## src/rmh_pkg.sv

```systemverilog
`default_nettype none
// ----------------------------------------------------------------------------
// rmh_pkg
// Shared widths, constants, types and the rounding helper for the relaxed
// monotone Hermite evaluator.
// ----------------------------------------------------------------------------
package rmh_pkg;

   // Fraction bits of keys, position and results; the port widths below
   // are sized for this value.
   localparam int FRACTION_BITS = 16;

   // Port field widths.
   localparam int KEY_W   = 24;
   localparam int T_W     = 17;
   localparam int VAL_W   = 26;
   localparam int SLOPE_W = 32;

   // Internal widths.
   localparam int DIFF_W  = KEY_W + 1;          // signed key difference
   localparam int TAN_W   = DIFF_W + 1;         // signed tangent and pair sum
   localparam int COEF_W  = 32;                 // polynomial terms and partial sums
   localparam int PROD_W  = T_W + 1 + COEF_W;   // t times a polynomial term

   // Division by ten as a multiply by a scaled reciprocal.
   localparam int RECIP_W     = 29;
   localparam int RECIP_SHIFT = 32;
   localparam logic [RECIP_W-1:0] RECIP10 = RECIP_W'(429496730);
   localparam int QPROD_W     = TAN_W + RECIP_W;
   localparam int QUOT_W      = QPROD_W - RECIP_SHIFT;
   localparam logic [TAN_W-1:0] ROUND10 = TAN_W'(5);

   // Output range of the value.
   localparam int VAL_HI = (1 << (VAL_W - 1)) - 1;
   localparam int VAL_LO = -(1 << (VAL_W - 1));

   // Register stages per unit.
   localparam int TAN_LAT  = 4;
   localparam int EVAL_LAT = 6;
   localparam int PIPE_LAT = 3 + TAN_LAT + EVAL_LAT;

   typedef struct packed {
      logic signed [COEF_W-1:0] c1;
      logic signed [COEF_W-1:0] c2;
      logic signed [COEF_W-1:0] c3;
      logic signed [COEF_W-1:0] c3x3;
      logic [KEY_W-1:0]         key_start;
      logic [T_W-1:0]           t;
   } rmh_coef_type;

   // Divide by 2^sh, rounding to nearest with ties away from zero.
   function automatic logic signed [PROD_W-1:0] round_shift(
      input logic signed [PROD_W-1:0] x,
      input int unsigned              sh
   );
      logic signed [PROD_W-1:0] bias;
      bias = (PROD_W'(1) << (sh - 1)) - PROD_W'(x[PROD_W-1]);
      return (x + bias) >>> sh;
   endfunction

endpackage
`default_nettype wire

```

## src/rmh_tangent.sv

```systemverilog
`default_nettype none
// ----------------------------------------------------------------------------
// rmh_tangent
// Four-stage tangent unit: from two neighboring differences it forms either
// a tenth of their sum or their clamped mean.
// ----------------------------------------------------------------------------
module rmh_tangent
   import rmh_pkg::*;
(
   input  wire  logic                     clock,
   input  wire  logic                     reset,
   input  wire  logic                     in_valid,
   input  wire  logic signed [DIFF_W-1:0] diff_a,
   input  wire  logic signed [DIFF_W-1:0] diff_b,
   output logic                           out_valid,
   output logic signed [TAN_W-1:0]        tangent_out
);

   // Stage 1: pair sum, magnitudes, case decision.
   logic                     v1_ff;
   logic signed [TAN_W-1:0]  sum_ff,    sum_in;
   logic                     split_ff,  split_in;
   logic                     neg_a_ff;
   logic [DIFF_W-1:0]        mag_a_ff,  mag_a_in;
   logic [DIFF_W-1:0]        mag_b_ff,  mag_b_in;

   // Stage 2: rounded numerator for the tenth, clamped mean, result sign.
   logic                     v2_ff;
   logic [TAN_W-1:0]         num_ff,    num_in;
   logic [DIFF_W-1:0]        agree_ff,  agree_in;
   logic                     sign2_ff,  sign2_in;
   logic                     split2_ff;
   logic [TAN_W-1:0]         sum_mag;
   logic [TAN_W-1:0]         pair_sum;
   logic [DIFF_W-1:0]        mean_mag;
   logic [DIFF_W-1:0]        min_mag;
   logic [DIFF_W+1:0]        limit_mag;

   // Stage 3: reciprocal product.
   logic                     v3_ff;
   logic [QPROD_W-1:0]       qprod_ff;
   logic [DIFF_W-1:0]        agree3_ff;
   logic                     sign3_ff;
   logic                     split3_ff;

   // Stage 4: signed tangent.
   logic                     v4_ff;
   logic signed [TAN_W-1:0]  tan_ff,    tan_in;
   logic [DIFF_W-1:0]        tan_mag;

   always_comb begin
      sum_in   = TAN_W'(diff_a) + TAN_W'(diff_b);
      // A zero difference counts as a sign disagreement.
      split_in = (diff_a == '0) || (diff_b == '0) ||
                 (diff_a[DIFF_W-1] != diff_b[DIFF_W-1]);
      mag_a_in = diff_a[DIFF_W-1] ? DIFF_W'(-diff_a) : DIFF_W'(diff_a);
      mag_b_in = diff_b[DIFF_W-1] ? DIFF_W'(-diff_b) : DIFF_W'(diff_b);
   end

   always_comb begin
      sum_mag   = sum_ff[TAN_W-1] ? TAN_W'(-sum_ff) : TAN_W'(sum_ff);
      num_in    = sum_mag + ROUND10;
      pair_sum  = TAN_W'(mag_a_ff) + TAN_W'(mag_b_ff) + TAN_W'(1);
      mean_mag  = pair_sum[TAN_W-1:1];
      min_mag   = (mag_a_ff < mag_b_ff) ? mag_a_ff : mag_b_ff;
      limit_mag = {min_mag, 2'b00};
      agree_in  = ((DIFF_W+2)'(mean_mag) < limit_mag) ? mean_mag : DIFF_W'(limit_mag);
      sign2_in  = split_ff ? sum_ff[TAN_W-1] : neg_a_ff;
   end

   always_comb begin
      tan_mag = split3_ff ? DIFF_W'(qprod_ff[QPROD_W-1:RECIP_SHIFT]) : agree3_ff;
      tan_in  = sign3_ff ? -TAN_W'(tan_mag) : TAN_W'(tan_mag);
   end

   always_ff @(posedge clock) begin
      if (reset) begin
         v1_ff <= 1'b0;
         v2_ff <= 1'b0;
         v3_ff <= 1'b0;
         v4_ff <= 1'b0;
      end else begin
         v1_ff <= in_valid;
         v2_ff <= v1_ff;
         v3_ff <= v2_ff;
         v4_ff <= v3_ff;
      end
   end

   always_ff @(posedge clock) begin
      sum_ff    <= sum_in;
      split_ff  <= split_in;
      neg_a_ff  <= diff_a[DIFF_W-1];
      mag_a_ff  <= mag_a_in;
      mag_b_ff  <= mag_b_in;

      num_ff    <= num_in;
      agree_ff  <= agree_in;
      sign2_ff  <= sign2_in;
      split2_ff <= split_ff;

      qprod_ff  <= QPROD_W'(num_ff) * QPROD_W'(RECIP10);
      agree3_ff <= agree_ff;
      sign3_ff  <= sign2_ff;
      split3_ff <= split2_ff;

      tan_ff    <= tan_in;
   end

   assign out_valid   = v4_ff;
   assign tangent_out = tan_ff;

`ifndef SYNTH
   // A nonzero tangent carries the sign of the pair sum.
   a_tan_sign: assert property (@(posedge clock) disable iff (reset)
      (v4_ff && (tan_ff != '0)) |-> (tan_ff[TAN_W-1] == $past(sum_ff[TAN_W-1], 3)))
      else $error("tangent sign differs from the sign of the difference sum");

   // Both rules keep the tangent within one key range.
   a_tan_range: assert property (@(posedge clock) disable iff (reset)
      v4_ff |-> ((tan_ff <= TAN_W'(1 << KEY_W)) && (tan_ff >= -TAN_W'(1 << KEY_W))))
      else $error("tangent magnitude out of range");
`endif

endmodule
`default_nettype wire

```

## config.mk

```make
export PLATFORM = sky130hd
export DESIGN_NAME = rmh_tangent
export DESIGN_NICKNAME = d
export VERILOG_FILES = /design/src/rmh_pkg.sv /design/src/rmh_tangent.sv
export SDC_FILE = /design/constraint.sdc
export NUM_CORES = 1
export LEC_CHECK = 0
export BUFFER_PORTS_ARGS = -buffer_cell sky130_fd_sc_hd__buf_2
export CAP_MARGIN = 20
export CELL_PAD_IN_SITES_DETAIL_PLACEMENT = 0
export CELL_PAD_IN_SITES_GLOBAL_PLACEMENT = 2
export CORE_MARGIN = 2
export CORE_UTILIZATION = 40
export CTS_CLUSTER_SIZE = 8
export DETAILED_ROUTE_END_ITERATION = 10
export PLACE_DENSITY_LB_ADDON = 0.1
export SLEW_MARGIN = 40
export SYNTH_ARGS = -nofsm -noshare
export SYNTH_HDL_FRONTEND = slang
export SYNTH_SLANG_ARGS = --single-unit
```

## constraint.sdc

```tcl
create_clock -name clock -period 9.3 [get_ports clock]
set_input_delay 1.86 -clock clock [delete_from_list [all_inputs] [get_ports clock]]
set_output_delay 1.86 -clock clock [all_outputs]
set_load 0.1 [all_outputs]
```

==> summary.md, run 1 <==
| Metric | Value |
|---|---|
| CTS root buf | clkbuf_16 |
| Simple-gate share of the synthesized area | 10.83% |
| YS warnings | 0 |
| WHS Path Cells | 0 |
| Crit path max fanout | 5 |
| Crit end category | flop |
| GRT Total Usage | 21.36% |
| WS Path Type | flop to flop |
| Leading area contributor after synthesis | dfxtp_1 |
| Site row count | 82 |
| EDFF count, synth | 0 |
| Setup TNS | 0 ns |
| Max_cap viols | 0 |
| Max Clock Skew | 0.01570 ns |
| Seq/Total Area, Yosys | 20.92% |
| Post-synthesis xor/xnor area fraction | 7.679% |
| H-tree depth | 1 |
| Placed cells | 2897 |
| DR vias/cell | 5.097 |
| Worst setup SP type | flop |
| Global route overflow | 0 |
| R2r setup slk | 1.57 ns |
| Top-count cell post-synth | inv_1 |
| Synth Area in Adders | 37.68% |
| Routed Wire Length | 54.76 mm |
| Share of layout cells above drive strength 1 | 6.552% |
| Clock-pin slew on the worst setup and hold paths | 0.05 ns |
| DRC errors left | 0 |
| Die Height | 228.7 µm |
| Count of final setup violators | 0 |
| Cell variety after synth | 77 |
| Iter 0 DRT Violations | 871 |
| Final number of hold-violating endpoints | 0 |
| Run status | complete, no violations |
| Dpl hpwl | 47.94 mm |
| Num CTS Buffers | 30 |
| Slew @ Worst Pin | 0.7948 ns |
| Bufs on Longest Clock Path | 3 |
| Top-area cell type share of the netlist area | 20.92% |
| Mux share of post-synthesis cell area | 2.659% |
| Reg2reg start | num_ff[6] |
| Critical path cell sequence | inv_1, ha_1, fa_1, fa_1, inv_1, fa_1, inv_1, fa_1, inv_1, fa_1, inv_1, fa_1, inv_1, ha_1, nand4_1, nor4_1, and3_1, o211ai_1, a311oi_1, o21ai_0, o21ai_0, o21ai_0, a311o_1 |
| Synth Cell Area | 0.02019 mm² |
| Filler cells | 4906 |
| Pin count of the biggest net entering global routing | 71 |
| HP Start | agree_ff[23] |
| First-pass GRT wire length | 87.49 mm |
| Period minus WS final | 7.733 ns |
| Core Region | 0.04997 mm² |
| Hold slack | 0.3231 ns |
| Worst r2r path cells | 23 |
| Worst EP arrival | 8.17 ns |
| #FFs+latches synth | 211 |
| Post-CTS sizing | 0 |
| RSZ-0062 raised after global routing | false |
| Largest cells by area after synthesis | dfxtp_1 (21%), ha_1 (20%), fa_1 (18%), inv_1 (7.7%), xnor2_1 (5.3%) |
| Sinks on Clock Net | 211 |
| Max-slew headroom | 46.17% |
| Min-Delay Endpoint | agree3_ff[23] |
| CTS Hold Bufs | 0 |
| CTS tree | done |
| Post-CTS Setup Inserts | 0 |
| Initial DRT Pass Iterations | 6 |
| Cells after Synth | 2179 |
| Starting Density | 40.40% |
| Layout Nets | 2810 |
| Slew Viols, Final | 0 |
| Routed Antenna Nets | 0 |
| Area grow syn2layout | 9.520% |
| Die width | 228.7 µm |
| IO Count | 80 |
| Tcrit/Tclk final | 83.15% |
| Slowest cell on the critical path | fa_1 |
| Commonest cells post-synth | inv_1 (415), ha_1 (320), dfxtp_1 (211), fa_1 (180), xnor2_1 (123) |
| Routability cong. | 0.9145 |
| Synth Flop Type | dfxtp_1 |
| Syn nets | 2732 |
| Routed len/inst | 18.68 µm |
| Synth async-reset ratio | 0% |
| Critical path required time | 9.74 ns |
| IO buf count | 79 |
| DR vias | 14.94k |
| Complex-gate fraction of the synthesized area | 11.71% |
| Slowest stage delay, CP | 0.61 ns |
| Delay-heaviest family, CP | adder cells |
| Fin cells | 2932 |
| Critical path buffers and inverters | 6 |
| Initial antenna violation count | 2 |
| Largest family of logic cells by synthesized area | adder cells |
| Synth Area per Inst | 9.264 µm² |
| F_max | 129.3 MHz |
| Vias in the first global route | 15.52k |
| FF-to-FF End | qprod_ff[52] |
| Clock latency on the worst-skew pair | 0.56 ns |
| Die area | 0.05228 mm² |
| Hold Crit Class | flop to flop |
-- how the worst max path moves through the flow --
stage | startpoint | end | slack [ns] | cells after the start
after CTS | num_ff[18] | qprod_ff[52] | 1.56 | 22
after floorplan | num_ff[6] | qprod_ff[52] | 2.56 | 23
after global routing | num_ff[6] | qprod_ff[52] | 0.98 | 23
final | num_ff[6] | qprod_ff[52] | 1.57 | 23
after detailed placement | num_ff[18] | qprod_ff[52] | 1.60 | 22
after global placement | num_ff[6] | qprod_ff[52] | 1.74 | 23
-- layout make-up --
cell class	instances	area (µm²)	area share, %
Inverter	415	1558	7.046
Tap cell	672	840.8	3.803
Antenna cell	1	2.502	0.01132
Sequential cell	211	4227	19.12
Timing Repair Buffer	83	425.4	1.924
Clock buffer	33	782.0	3.537
Multi-Input combinational cell	1516	14260	64.49
Clock inverter	1	16.27	0.07357
-- routing by layer --
metal	routed length, µm	global-route usage (%)	share of wire (%)
met1	27260	30.94	50
met2	23360	32.84	43
met3	2643	3.618	4.8
met4	1499	5.494	2.7
met5	0	0	0
-- sequential cells by signal, summed over array words and instances (netlist names), 23 cells and up --
| register | cells |
|---|---|
| agree_ff | 25 |
| sum_ff | 26 |
| qprod_ff | 23 |
| mag_a_ff | 25 |
| tangent_out | 26 |
| mag_b_ff | 25 |
| num_ff | 26 |
| agree3_ff | 25 |
-- layout by cell type, fill, tap and decap left out, types with 39 or more instances in the layout --
cell     netlist  routed
inv_1        415     415
ha_1         320     320
dfxtp_1      211     209
fa_1         180     180
xnor2_1      123     123
nor2_1       118     118
a21oi_1      113     113
buf_2          8      79
nand2_1       70      70
o21ai_0       70      70
xor2_1        54      54
nor3_1        53      53
mux2i_1       48      48
a21o_1        39      39
-- metrics by stage --
step	setup WS (ns)	cell area [µm²]	utilization [%]
after global routing	0.9771	22110	44.25
after CTS	1.562	22100	44.23
after detailed placement	1.599	21300	42.64
after global placement	1.745	21300	42.63
after floorplan	2.557	20190	-
final	1.567	22110	44.25
-- worst register-to-register path, cell delays in order, from the launching register on --
cell and delay (ns):
dfxtp_1 0.37, inv_1 0.06, ha_1 0.33, fa_1 0.55, fa_1 0.57, inv_1 0.11, fa_1 0.61, inv_1 0.09
fa_1 0.55, inv_1 0.06, fa_1 0.53, inv_1 0.05, fa_1 0.53, inv_1 0.04, ha_1 0.35, nand4_1 0.16
nor4_1 0.40, and3_1 0.23, o211ai_1 0.25, a311oi_1 0.59, o21ai_0 0.26, o21ai_0 0.42, o21ai_0 0.14, a311o_1 0.36
-- cells by family after synthesis --
family / after synthesis
fa+ha+maj: 500
buf+inv: 452
flops: 211
xor+xnor: 177
compound gates: 363
mux: 53
simple gates: 423
Power of run 1 is left out: the tool's default activity adds up to more than one toggle a clock period on the data nets, which glitch-free logic cannot reach.
==> run 2, diff against run 1 <==
--- a/config.mk
+++ b/config.mk
@@ -10,7 +10,7 @@
 export CELL_PAD_IN_SITES_DETAIL_PLACEMENT = 0
 export CELL_PAD_IN_SITES_GLOBAL_PLACEMENT = 2
 export CORE_MARGIN = 2
-export CORE_UTILIZATION = 40
+export CORE_UTILIZATION = 37
 export CTS_CLUSTER_SIZE = 8
 export DETAILED_ROUTE_END_ITERATION = 10
 export PLACE_DENSITY_LB_ADDON = 0.1
==> constraint.sdc (replaced) <==
create_clock -name clock -period 7.1 [get_ports clock]
set_input_delay 1.42 -clock clock [delete_from_list [all_inputs] [get_ports clock]]
set_output_delay 1.42 -clock clock [all_outputs]
set_load 0.1 [all_outputs]
==> run 2 against run 1 <==
Net effect:
- final cell count rose by 2.1%
- first-iteration DRC count fell by 8.0%
- setup slack got worse by 1.2 ns
- via count rose by 0.70%
- sequential cell count did not move
- sequential share of layout area fell by 0.31 points
==> summary.md, run 2 (synthesis results as in run 1) <==
| Metric | Value |
|---|---|
| Vias in the first global route | 15.59k (+0.46%) |
| Routed Antenna Nets | 0 (unchanged) |
| DR vias/cell | 5.024 (-1.4%) |
| Clock latency on the worst-skew pair | 0.57 ns (about the same) |
| DR vias | 15.05k (+0.70%) |
| Clock-pin slew on the worst setup and hold paths | 0.05 ns (about the same) |
| Slowest cell on the critical path | fa_1 |
| Initial antenna violation count | 2 (unchanged) |
| Layout Nets | 2849 (+1.4%) |
| Die width | 237.6 µm (+3.9%) |
| Finished Cell Area | 0.02247 mm² (+1.6%) |
| Worst setup SP type | flop |
| Antenna diodes | 0 (-1) |
| Max Clock Skew | 0.02385 ns (+0.008149 ns) |
| Max-slew headroom | 48.57% (+2.4 points) |
| Crit end category | flop |
| Sinks on Clock Net | 211 (unchanged) |
| Count of final setup violators | 0 (unchanged) |
| DRC errors left | 0 (unchanged) |
| Slew Viols, Final | 0 (unchanged) |
| Tcrit/Tclk final | 95.31% (+12 points) |
| WS Path Type | flop to flop |
| Hold Crit Class | flop to flop |
| Slowest stage delay, CP | 0.55 ns (-0.06 ns) |
| Critical path buffers and inverters | 8 (+2) |
| GRT Total Usage | 20.13% (-1.2 points) |
| CTS Hold Bufs | 0 (unchanged) |
| Hold slack | 0.3178 ns (-0.005263 ns) |
| CTS root buf | clkbuf_16 |
| Critical path required time | 7.57 ns (-2.17 ns) |
| F_max | 147.8 MHz (+14%) |
| Die area | 0.05644 mm² (+8.0%) |
| Max_cap viols | 0 (unchanged) |
| H-tree depth | 1 (unchanged) |
| Routed Wire Length | 55.44 mm (+1.2%) |
| Period minus WS final | 6.767 ns (-0.9655 ns) |
| Bufs on Longest Clock Path | 3 (unchanged) |
| Starting Density | 37.44% (-3.0 points) |
| Delay-heaviest family, CP | adder cells |
| Core Region | 0.05392 mm² (+7.9%) |
| Site row count | 85 (+3.7%) |
| Routability cong. | 0.8884 (-2.9%) |
| Final number of hold-violating endpoints | 0 (unchanged) |
| Pin count of the biggest net entering global routing | 68 (-4.2%) |
| Commonest non-fill, non-tap cells in the layout | inv_1 (415), ha_1 (320), dfxtp_1 (209) |
| Commonest non-fill, non-tap cell in the layout | inv_1 |
| Setup TNS | 0 ns (unchanged) |
| IO Count | 80 (unchanged) |
| GR peak layer | met2 |
| Area grow syn2layout | 11.32% |
| Share of layout cells above drive strength 1 | 8.395% (+1.8 points) |
| Slew @ Worst Pin | 0.7656 ns (-0.02921 ns) |
| M1 GR Usage | 28.94% (-2.0 points) |
| Run status | complete, no violations |
| CTS tree | done |
| IO buf count | 79 (unchanged) |
| Die Height | 237.6 µm (+3.9%) |
| Placed cell area | 0.02162 mm² (+1.5%) |
| Worst EP arrival | 7.24 ns (-0.93 ns) |
| Initial DRT Pass Iterations | 5 (-1) |
| First-pass GRT wire length | 88.11 mm (+0.72%) |
| Global route overflow | 0 (unchanged) |
| Routed len/inst | 18.51 µm (-0.89%) |
| Dpl hpwl | 48.32 mm (+0.79%) |
| Iter 0 DRT Violations | 801 (-8.0%) |
| Met3 Use GR | 3.263% (-0.35 points) |
| Met2 usage | 31.95% (-0.89 points) |
| Crit path max fanout | 4 (-1) |
| RSZ-0062 raised after global routing | false |
| Num CTS Buffers | 30 (unchanged) |
-- run 2: cell count changes in the layout (fill, tap and decap cells not counted), sizes merged --
cell	previous run	this run
diode	1	0
buf	83	122
clkbuf	33	34
-- run 2: worst paths after layout --
kind / start / to / slack (ns) / depth (start not counted)
hold / removal: agree_ff[15] / agree3_ff[15] / 0.32 / 0
setup reg to reg: num_ff[6] / qprod_ff[40] / 0.33 / 25
setup / recovery: num_ff[6] / qprod_ff[40] / 0.33 / 25
hold reg to reg: agree_ff[15] / agree3_ff[15] / 0.32 / 0
-- run 2: repair_timing --
item,CTS,global route
setup endpoints to repair,2,6
resized for setup,2,9
setup buffers,0,2
pin swaps,0,2
-- run 2: metrics by stage --
stage	cells	setup WS (ns)	utilization, %
after floorplan	2179	0.3571	-
after global placement	2958	0.02856	40.10
after detailed placement	2958	-0.1157	40.10
after CTS	2993	0.02951	41.59
after global routing	2995	0.01480	41.68
final	2995	0.3328	41.68
-- run 2: layer usage --
layer,wire [µm],part of all wire [%]
met5,0,0
met3,2460,4.4
met4,978,1.8
met1,27520,50
met2,24490,44
-- run 2: worst register-to-register path, delay by kind of cell (launching register included) --
family          cells  cell delay (ns)
buf+inv             8             0.73
xor+xnor            1             0.20
simple gates        4             0.75
flops               1             0.32
fa+ha+maj           8             3.85
compound gates      4             0.84
-- run 2: cell type report --
type	count	area [µm²]
fill	5388	31450
sequential	211	4227
inverter	415	1558
clock buffer	34	775.7
tap	696	870.8
clock inverter	1	16.27
timing repair buffer	122	730.7
multi-input combinational	1516	14290
Power of run 2 is left out for the same reason.
==> run 3, diff against run 2 <==
--- a/config.mk
+++ b/config.mk
@@ -11,6 +11,7 @@
 export CELL_PAD_IN_SITES_GLOBAL_PLACEMENT = 2
 export CORE_MARGIN = 2
 export CORE_UTILIZATION = 37
+export CTS_BUF_LIST = sky130_fd_sc_hd__clkbuf_4 sky130_fd_sc_hd__clkbuf_8 sky130_fd_sc_hd__clkbuf_16
 export CTS_CLUSTER_SIZE = 8
 export DETAILED_ROUTE_END_ITERATION = 10
 export PLACE_DENSITY_LB_ADDON = 0.1
==> run 3 against run 2 <==
Net effect:
- clock skew is essentially flat
- critical path depth is the same
- clock-buffer cell count is the same
- routed wire length is essentially flat
- die area is the same
- sequential share of layout area is essentially flat
- register-to-register slack is essentially flat
- setup slack gained 0.0021 ns
- largest cell class unchanged
- highest routed layer unchanged
==> summary.md, run 3 (synthesis results as in run 1) <==
| Metric | Value |
|---|---|
| Run status | complete, no violations |
| IO Count | 80 (unchanged) |
| Worst r2r path cells | 25 (unchanged) |
| Die Height | 237.6 µm (unchanged) |
| RSZ-0062 raised after global routing | false |
| F_max | 147.8 MHz (about the same) |
| Antenna diodes | 0 (unchanged) |
| Commonest non-fill, non-tap cell in the layout | inv_1 |
| Slew Viols, Final | 0 (unchanged) |
| Core Region | 0.05392 mm² (unchanged) |
| Die width | 237.6 µm (unchanged) |
| Max_cap viols | 0 (unchanged) |
| Num CTS Buffers | 30 (unchanged) |
| CTS Hold Bufs | 0 (unchanged) |
| Max-slew headroom | 48.57% (unchanged) |
| Share of layout cells above drive strength 1 | 8.525% (+0.13 points) |
| Slowest cell on the critical path | fa_1 |
| IO buf count | 79 (unchanged) |
| Period minus WS final | 6.765 ns (-0.002081 ns) |
| Pin count of the biggest net entering global routing | 68 (unchanged) |
| DRC errors left | 0 (unchanged) |
| Die area | 0.05644 mm² (unchanged) |
| Layout Nets | 2849 (unchanged) |
| Worst EP arrival | 7.23 ns (about the same) |
| Dpl hpwl | 48.32 mm (unchanged) |
| Commonest non-fill, non-tap cells in the layout | inv_1 (415), ha_1 (320), dfxtp_1 (209) |
| Min-Delay Endpoint | agree3_ff[15] |
| Reg2reg start | num_ff[6] |
| CTS root buf | clkbuf_16 |
| FF-to-FF End | qprod_ff[40] |
| Count of final setup violators | 0 (unchanged) |
| GRT Total Usage | 20.13% (unchanged) |
| HP Start | agree_ff[15] |
| Starting Density | 37.44% (unchanged) |
| Routed len/inst | 18.51 µm (about the same) |
| Hold Crit Class | flop to flop |
| DR vias | 15.04k (-0.066%) |
| Initial DRT Pass Iterations | 5 (unchanged) |
| Bufs on Longest Clock Path | 3 (unchanged) |
| Initial antenna violation count | 2 (unchanged) |
| R2r setup slk | 0.33 ns (about the same) |
| Sinks on Clock Net | 211 (unchanged) |
| Crit path max fanout | 4 (unchanged) |
| Routed Wire Length | 55.44 mm (about the same) |
| Final number of hold-violating endpoints | 0 (unchanged) |
| Site row count | 85 (unchanged) |
| CTS tree | done |
| Global route overflow | 0 (unchanged) |
| Routability cong. | 0.8884 (unchanged) |
| Fin cells | 2995 (unchanged) |
| Iter 0 DRT Violations | 801 (unchanged) |
| Critical path required time | 7.57 ns (about the same) |
| WHS Path Cells | 0 (unchanged) |
| Tcrit/Tclk final | 95.28% (about the same) |
| Area grow syn2layout | 11.37% (about the same) |
| Routed Antenna Nets | 0 (unchanged) |
| Clock latency on the worst-skew pair | 0.57 ns (about the same) |
| Slowest stage delay, CP | 0.55 ns (about the same) |
| WS Path Type | flop to flop |
| Crit end category | flop |
| DR vias/cell | 5.021 (about the same) |
| Slew @ Worst Pin | 0.7656 ns (unchanged) |
| H-tree depth | 1 (unchanged) |
| Max Clock Skew | 0.02388 ns (+0.00002820 ns) |
| Worst setup SP type | flop |
| First-pass GRT wire length | 88.11 mm (unchanged) |
| Vias in the first global route | 15.59k (unchanged) |
| Clock-pin slew on the worst setup and hold paths | 0.05 ns (about the same) |
| Placed cells | 2958 (unchanged) |
run 3: cell counts in the layout (fill, tap and decap cells not counted):
No cell type changed its count.
run 3: how the worst max path moves through the flow:
stage          slack, ns           end  startpoint  cells past startpoint
2_1_floorplan       0.36  qprod_ff[52]   num_ff[6]                     23
3_3_place_gp        0.03  qprod_ff[52]   num_ff[6]                     24
3_5_place_dp       -0.12  qprod_ff[52]   num_ff[6]                     24
4_1_cts             0.03  qprod_ff[52]   num_ff[6]                     24
5_1_grt             0.01  qprod_ff[48]  num_ff[24]                     25
6_report            0.33  qprod_ff[40]   num_ff[6]                     25
run 3: final cells by class:
cell class / count / area (µm²)
fill: 5387 / 31440
clock buffer: 34 / 787.0
inverter: 415 / 1558
sequential: 211 / 4227
tap: 696 / 870.8
multi-input combinational: 1516 / 14290
timing repair buffer: 122 / 730.7
clock inverter: 1 / 16.27
run 3: worst max-delay path: cells and delay by family, from the launching register on:
kind                       cells  cell delay [ns]
DFF                            1             0.32
buffers and inverters          8             0.73
and+or+nand+nor                4             0.75
AOI/OAI and AO/OA              4             0.84
xor gates and xnor gates       1             0.20
adders and majority gates      8             3.84
run 3: what timing repair did:
action                     CTS  global route
pin swaps                    0             2
setup buffers                0             2
resized for setup            2             9
setup endpoints to repair    2             6
run 3: metal layers:
layer	routed length, µm	global-route usage (%)
met5	0	0
met4	978	3.869
met3	2452	3.263
met2	24490	31.95
met1	27520	28.94
run 3: per-stage QoR:
step | util, % | setup TNS [ns] | setup WS [ns] | cell area (µm²) | hold slack, ns
6_report | 41.70 | 0 | 0.3349 | 22480 | 0.3178
5_1_grt | 41.70 | 0 | 0.01480 | 22480 | 0.3262
4_1_cts | 41.61 | 0 | 0.02931 | 22440 | 0.3169
3_5_place_dp | 40.10 | -0.1386 | -0.1157 | 21620 | 0.3121
3_3_place_gp | 40.10 | 0 | 0.02856 | 21620 | 0.3135
2_1_floorplan | - | 0 | 0.3571 | 20190 | 0.3096
Power of run 3 is left out for the same reason.
